<file path="config.mk">
export PLATFORM = sky130hd
export DESIGN_NAME = bts_span
export DESIGN_NICKNAME = d
export VERILOG_FILES = /design/src/bts_pkg.sv /design/src/bts_span.sv
export SDC_FILE = /design/constraint.sdc
export NUM_CORES = 1
export LEC_CHECK = 0
export BUFFER_PORTS_ARGS = -buffer_cell sky130_fd_sc_hd__buf_2
export CORE_UTILIZATION = 40
export DETAILED_ROUTE_END_ITERATION = 16
export MAX_ROUTING_LAYER = met4
export PLACE_DENSITY = 0.68
export SETUP_SLACK_MARGIN = 0.1
export SYNTH_ARGS = -nofsm -noshare
export SYNTH_HDL_FRONTEND = slang
export SYNTH_SLANG_ARGS = --single-unit
</file>
<file path="constraint.sdc">
create_clock -name vclk -period 4.9
set_clock_uncertainty 0.05 [all_clocks]
set_input_delay 0.735 -clock vclk [all_inputs]
set_output_delay 0.735 -clock vclk [all_outputs]
set_load 0.01 [all_outputs]
</file>
<file path="src/bts_pkg.sv">
// Shared constants and types of the taint shadow bitmap.
`timescale 1ns / 1ps

package bts_pkg;

  localparam int BTS_ADDR_BITS = 16;
  localparam int ADDR_W        = 16;
  localparam int LEN_W         = 13;
  localparam int OP_W          = 2;

  localparam logic [LEN_W-1:0] PAGE_BYTES = 13'h1000;

  localparam logic [OP_W-1:0] OP_TAINT   = 2'd0;
  localparam logic [OP_W-1:0] OP_RELEASE = 2'd1;
  localparam logic [OP_W-1:0] OP_QUERY   = 2'd2;
  localparam logic [OP_W-1:0] OP_NONE    = 2'd3;

  // Bit mask and byte count for one shadow byte of a range walk.
  typedef struct packed {
    logic [7:0] mask;
    logic [3:0] step;
  } bts_span_t;

endpackage

</file>
<file path="src/bts_span.sv">
// Span unit: bit mask and byte count covered in the current shadow byte.
`timescale 1ns / 1ps

module bts_span
  import bts_pkg::*;
(
  input  logic [2:0]       offset,
  input  logic [LEN_W-1:0] remain,
  output bts_span_t        span
);

  logic [3:0] avail;
  logic [3:0] step;
  logic [8:0] ones;

  always_comb begin
    avail = 4'd8 - {1'b0, offset};
    if (remain < LEN_W'(avail)) begin
      step = remain[3:0];
    end else begin
      step = avail;
    end
    ones      = (9'd1 << step) - 9'd1;
    span.step = step;
    span.mask = ones[7:0] << offset;
  end

endmodule

</file>
-- Word level (Yosys, flattened, before mapping)
Index checks and enable logic that the tools add are counted.
- bits of input ports: 16
- bits in registers: 0
- add/sub/neg operators: 2
- shift-type cells: 2
- magnitude comparators: 1
- multiplexer cells: 1
- operator list (kind ; number):
    13-bit by 4-bit < comparator with 1-bit output ; 1
    1-bit by 4-bit left shift with 8-bit output (first input constant) ; 1
    8-bit by 3-bit left shift with 8-bit output ; 1
    8-bit by 1-bit subtractor with 8-bit output (second input constant) ; 1
    4-bit two-way mux ; 1
    4-bit by 3-bit subtractor with 4-bit output (first input constant) ; 1

-- Longest topological paths before layout
Gate-level depths: netlist (run 1).
- depth after elaboration: 6
- depth in mapped cells: 19
- mapped depth without buffers: 16

-- Worst setup path after synthesis (run 1)
OpenSTA, ideal clock, no wires.
- path type: input to output
- from: input port offset[0]
- to: output port span[10] (netlist bit)
- data arrival time: 4.405 ns
- setup slack: -0.290 ns
- cell stages on the path: 17
- path through: buf_2 clkinv_1 ha_1 inv_1 ha_1 a211oi_4 o2111a_2 buf_6 nand2_1 o21ai_2 or3b_1 ha_1 clkbuf_1 or2_2 nor3_1 nor3_2 a211oi_2
- RTL lines (element ; line ; text):
    start: declaration ; bts_span.sv:7 ; input logic [2:0] offset,
    end: declaration ; bts_span.sv:9 ; output bts_span_t span

==> summary.txt, run 1 <==
Place
  • Inst Count DP: 178
  • Placed inst area: 1130 µm²
  • Port Buffers: 28
  • Final Wtd Congestion: 0.893
  • Final HPWL DP: 2090 µm

Critical path
  • CP bufs+invs: 4
  • Crit path capture type: output pin
  • Crit path max fanout: 8
  • Most frequent CP cell: ha_4
  • Worst Path Arrival: 3950 ps
  • CP max-delay cell: or3b_4
  • Crit-path cells: buf_4 > clkinv_4 > ha_4 > xor2_4 > ha_4 > o21ai_2 > o2111a_2 > buf_6 > nand2_1 > o21ai_1 > or3b_4 > ha_4 > nand2b_1 > a21oi_2 > a21oi_1 > mux2_2 > mux2i_2 > o22ai_1 > buf_2
  • Slowest Stage Delay on Critical Path: 420 ps
  • Critical path data required time: 4120 ps
  • Startpoint type of the worst setup path: input port
  • CP delay by family, top: compound AO/OA/AOI/OAI gates
  • Crit path to: span[9]
  • Critical path depth: 19
  • CP startpoint: offset[0]
  • Critical setup path kind: in2out

Min path
  • Hold Path Class: in2out

Logic synthesis
  • Top cell type's share of synthesized area: 0.104
  • Unique masters post-synth: 48
  • Yosys warns: 0
  • Syn Nets: 140
  • Post-Syn Area per Cell: 7.24 µm²
  • Sequential fraction of the synthesis area: 0
  • Synth area leaders: mux2i_1, ha_1, a21oi_1, nor4_4, nand2b_1
  • Synthesized cell area: 862 µm²
  • Synthesized instance count: 119
  • Largest area contributor in the netlist: mux2i_1
  • Top cells by count, synth: a21oi_1, mux2i_1, nand2_1, nor2_1, nand2b_1

Detailed routing
  • WL/cell: ~17 µm
  • Drt drc: 0
  • Initial detailed-routing violation count: 98
  • Post-Route WL: about 3300 µm
  • Drt first pass iters: 5
  • Vias/cell: 6.46
  • ANT nets after route: 0
  • Via Count: between 1k and 1.5k

Global routing
  • Gr ovfl total: 0
  • Vias in the first global route: 985
  • Largest net degree at the start of global routing: 18
  • Gr usage total: 0.231
  • Global-route wire length before repair: between 4000 and 5000 µm
  • Initial antenna violation count: 0

Pwr
  • Switching share of power: 0.544
  • Lkg Pwr: 0.552 nW
  • Clk pwr share: 0
  • Comb power frac: 1.000
  • Final Power: 0.150 mW
  • PwrDens: 112 nW/µm²
  • Worst VDD drop: 0.0553 mV
  • Sequential Power Share: 0
  • Internal: 0.0685 mW
  • Sw power: a little over 0.08 mW

Floorplan
  • Die footprint: 2340 µm²
  • # IOs: 28
  • Die span in y: 48.4 µm
  • Die X: 48.4 µm
  • Core ar.: 2000 µm²
  • Starting Density: 0.431
  • Rows: 16

Cells and area
  • Final Util: 0.672
  • Nets: 183
  • Area Overhead vs Synth: 56.0%
  • Footprint of the multi-input gates: 957 µm²
  • # clk buffers: 0
  • Final instance area: 1350 µm²
  • Layout cells sized above 1: 0.575
  • Diode count: 0
  • Register Area: 0 µm²
  • Fin cells: between 150 and 200
  • Sequential cell count: 0
  • Filler cell count: 156

CTS
  • Hold Buf Count CTS: 0

STA
  • Slew Limit Headroom: 0.665
  • Worst-margin pin slew: between 400 and 500 ps
  • Fin. Hold Viols: 0
  • Final period util: 0.967
  • Pins Over Slew Limit: 0
  • Post-layout min period: 4740 ps
  • Final setup vio count: 0
  • TNS Setup: 0 ps
  • Max Fclk: 211 MHz
  • RSZ-0062 raised after global routing: no

Status
  • Outcome: finished, final reports clean

Flow run
  • Max-cap violations: 0
## logic make-up after synthesis
logic type / share of synthesized area
buffers and inverters: 0.0871
and+or+nand+nor: 0.308
xor gates and xnor gates: 0.0102
AOI/OAI and AO/OA: 0.405
muxes: 0.118
adders and majority gates: 0.0726
## worst min-delay path by stage
stage | end | from | cells after the start
4_1_cts | span[7] | offset[2] | 3
2_1_floorplan | span[11] | offset[1] | 2
5_1_grt | span[7] | offset[2] | 3
3_5_place_dp | span[7] | offset[2] | 3
6_report | span[7] | offset[2] | 3
3_3_place_gp | span[7] | offset[2] | 3
## cell usage in the layout (no fill, tap or decap), types with 2 or more instances in the layout
cell type and count:
nand3_2 2, a211oi_2 3, buf_6 4, mux2i_1 7, o211ai_1 2, nor3_2 3, a221oi_2 2, a31oi_1 2
mux2i_2 2, nor2b_1 3, ha_4 5, nand2b_1 6, or2_2 3, nor2_1 6, a21oi_1 7, buf_4 20
nor4_4 2, o21ai_1 3, o21ai_0 5, inv_1 2, o22ai_1 5, buf_2 27, a21oi_2 2, nand2_1 6
inv_2 2, o21ai_2 2
## area by class of cell
cell class,instances,area share
Multi-Input combinational cell,104,0.712
Timing Repair Buffer,51,0.246
Tap cell,27,0.0251
Inverter,5,0.0177
## metrics by stage
| stage | hold WS, ps | setup WS [ps] |
|---|---|---|
| 5_1_grt | 1860 | 32.8 |
| 3_5_place_dp | 1790 | 8.74 |
| 3_3_place_gp | 1790 | 70.8 |
| 6_report | 1850 | 162 |
| 2_1_floorplan | 1630 | 142 |
| 4_1_cts | 1790 | 107 |
## power by group through the flow
stage	combinational, mW	sequential, mW	clock [mW]
after floorplan	0.0826	0	0
after global placement	0.118	0	0
after detailed placement	0.122	0	0
after CTS	0.124	0	0
after global routing	0.161	0	0
final	0.150	0	0
## metal layers
layer  wire length, µm  GRT usage  vias to the layer above  share of wire
met2              1580      0.390                       85           0.48
met1              1260      0.290                      554           0.39
met4               158     0.0784                        0          0.049
li1                  -          -                      542              -
met5                 0          -                        -              0
met3               262     0.0157                       27          0.080
## timing repair
action / 4_1_cts / 5_1_grt
resized for setup: 1 / 29
pin swaps: 0 / 11
setup endpoints to repair: 3 / 4
buffers inserted: 2 / 7
No activity file was read; power rests on OpenSTA's default activity.
==> inputs of run 2 (changes only) <==
--- a/config.mk
+++ b/config.mk
@@ -10,6 +10,7 @@
 export DETAILED_ROUTE_END_ITERATION = 16
 export MAX_ROUTING_LAYER = met4
 export PLACE_DENSITY = 0.68
+export RECOVER_POWER = 100
 export SETUP_SLACK_MARGIN = 0.1
 export SYNTH_ARGS = -nofsm -noshare
 export SYNTH_HDL_FRONTEND = slang
==> run 2 against run 1 <==
Effect of this change: sequential share of layout area stayed put; global-route usage stayed put; via count is 0.50% higher; worst hold slack better by 13 ps; flip-flop and latch count stayed put; setup slack better by 1.9 ps; combinational power hardly changed; routed wire length is 0.55% higher; critical path depth stayed put.
==> summary.txt, run 2 (same netlist as run 1, synthesis figures left out) <==
Cells and area
  • Sequential cell count: 0
  • Diode count: 0
  • Register Area: 0 µm²
  • Nets: 183
  • Layout cells sized above 1: 0.525
  • Commonest cells after routing, fill and taps aside: buf_2, buf_4, mux2i_1, a21oi_1, clkbuf_1
  • # clk buffers: 0
  • Most common cell after layout, fill and taps aside: buf_2
  • Area Overhead vs Synth: 54.0%
  • Final Util: 0.663
  • Fin cells: 187

Place
  • Port Buffers: 28
  • Inst Count DP: 178
  • Final Wtd Congestion: 0.893
  • Final HPWL DP: 2090 µm

Detailed routing
  • Via Count: 1214
  • Vias/cell: 6.49
  • Initial detailed-routing violation count: 87
  • WL/cell: 17.5 µm
  • Post-Route WL: 3270 µm
  • Drt first pass iters: 4
  • ANT nets after route: 0
  • Drt drc: 0

Flow run
  • Max-cap violations: 0

Pwr
  • PwrDens: 112 nW/µm²
  • Lkg Pwr: about 0.53 nW
  • Final Power: 0.148 mW
  • Worst VDD drop: 0.0545 mV

STA
  • Worst-margin pin slew: 541 ps
  • TNS Setup: 0 ps
  • Max Fclk: about 210 MHz
  • Final setup vio count: 0
  • Fin. Hold Viols: 0
  • Final period util: 0.967
  • Slew Limit Headroom: 0.637
  • Pins Over Slew Limit: 0
  • RSZ-0062 raised after global routing: no
  • Post-layout min period: 4740 ps

Critical path
  • Most frequent CP cell: ha_4
  • Startpoint type of the worst setup path: input port
  • CP delay by family, top: compound AO/OA/AOI/OAI gates
  • Critical path data required time: about 4100 ps
  • Crit path capture type: output pin
  • Crit path max fanout: 8
  • Critical setup path kind: in2out
  • Slowest Stage Delay on Critical Path: 420 ps
  • Crit-path cells: buf_4 > clkinv_4 > ha_4 > xor2_4 > ha_4 > o21ai_2 > o2111a_2 > buf_6 > nand2_1 > o21ai_1 > or3b_4 > ha_4 > nand2b_1 > a21oi_2 > a21oi_1 > mux2_2 > mux2i_2 > o22ai_1 > buf_2
  • CP bufs+invs: 4
  • Worst Path Arrival: between 3000 and 4000 ps
  • CP max-delay cell: or3b_4

Global routing
  • Gr usage total: 0.231
  • Initial antenna violation count: 0
  • Global-route wire length before repair: 4370 µm
  • Vias in the first global route: around 1000
  • Largest net degree at the start of global routing: 18
  • Gr ovfl total: 0

CTS
  • Hold Buf Count CTS: 0

Floorplan
  • Starting Density: 0.431
  • Die span in y: 48.4 µm
  • Core ar.: 2000 µm²
  • # IOs: 28
  • Rows: 16
  • Die X: 48.4 µm
  • Die footprint: 2340 µm²

Status
  • Outcome: finished, final reports clean

Min path
  • Hold Path Class: in2out
  • Worst hold start: offset[2]
  • Hold Path Depth: 3
  • Hold EP: span[7]
## run 2: cell types whose count changed in the layout (fill, tap and decap cells not counted), sizes merged
cell | previous run | this run
buf | 51 | 44
clkbuf | 0 | 7
## run 2: timing repair
action	4_1_cts	5_1_grt
gates cloned	0	0
setup buffers	2	7
gates resized for setup	1	29
pin swaps	0	11
setup endpoints to repair	3	4
## run 2: area by class of cell
class / instances / area (µm²)
Multi-Input combinational cell: 104 / 951
Fill cell: 162 / 674
Timing Repair Buffer: 51 / 319
Tap cell: 27 / 33.8
Inverter: 5 / 23.8
## run 2: worst min-delay path: cells and delay by family
family / cells / cell delay (ps)
buf+inv: 2 / 360
compound gates: 1 / 80
## run 2: through the flow
stage / cell area (µm²) / setup WS [ps] / hold WS [ps]
CTS: 1160 / 107 / 1790
finish: 1330 / 164 / 1860
floorplan: 918 / 142 / 1630
global route: 1330 / 19.5 / 1860
global placement: 1130 / 70.8 / 1790
detailed placement: 1130 / 8.74 / 1790
## run 2: per-layer routing
layer | global-route usage | vias up | share of wire
met5 | - | - | 0
met4 | 0.0784 | 0 | 0.046
met3 | 0.0157 | 22 | 0.083
met1 | 0.290 | 560 | 0.38
met2 | 0.390 | 89 | 0.49
li1 | - | 543 | -
## run 2: where the power goes
group	internal (mW)	total, mW	switching, mW
clock	0	0	0
sequential	0	0	0
combinational	0.0667	0.148	0.0814
total	0.0667	0.148	0.0814
## run 2: how the worst max path moves through the flow
stage               from       end  cells after the start
6_report       offset[0]   span[9]                     19
5_1_grt        offset[0]  span[10]                     19
4_1_cts        offset[0]   span[9]                     17
3_5_place_dp   offset[0]   span[9]                     17
3_3_place_gp   offset[0]   span[9]                     17
2_1_floorplan  offset[0]  span[10]                     18
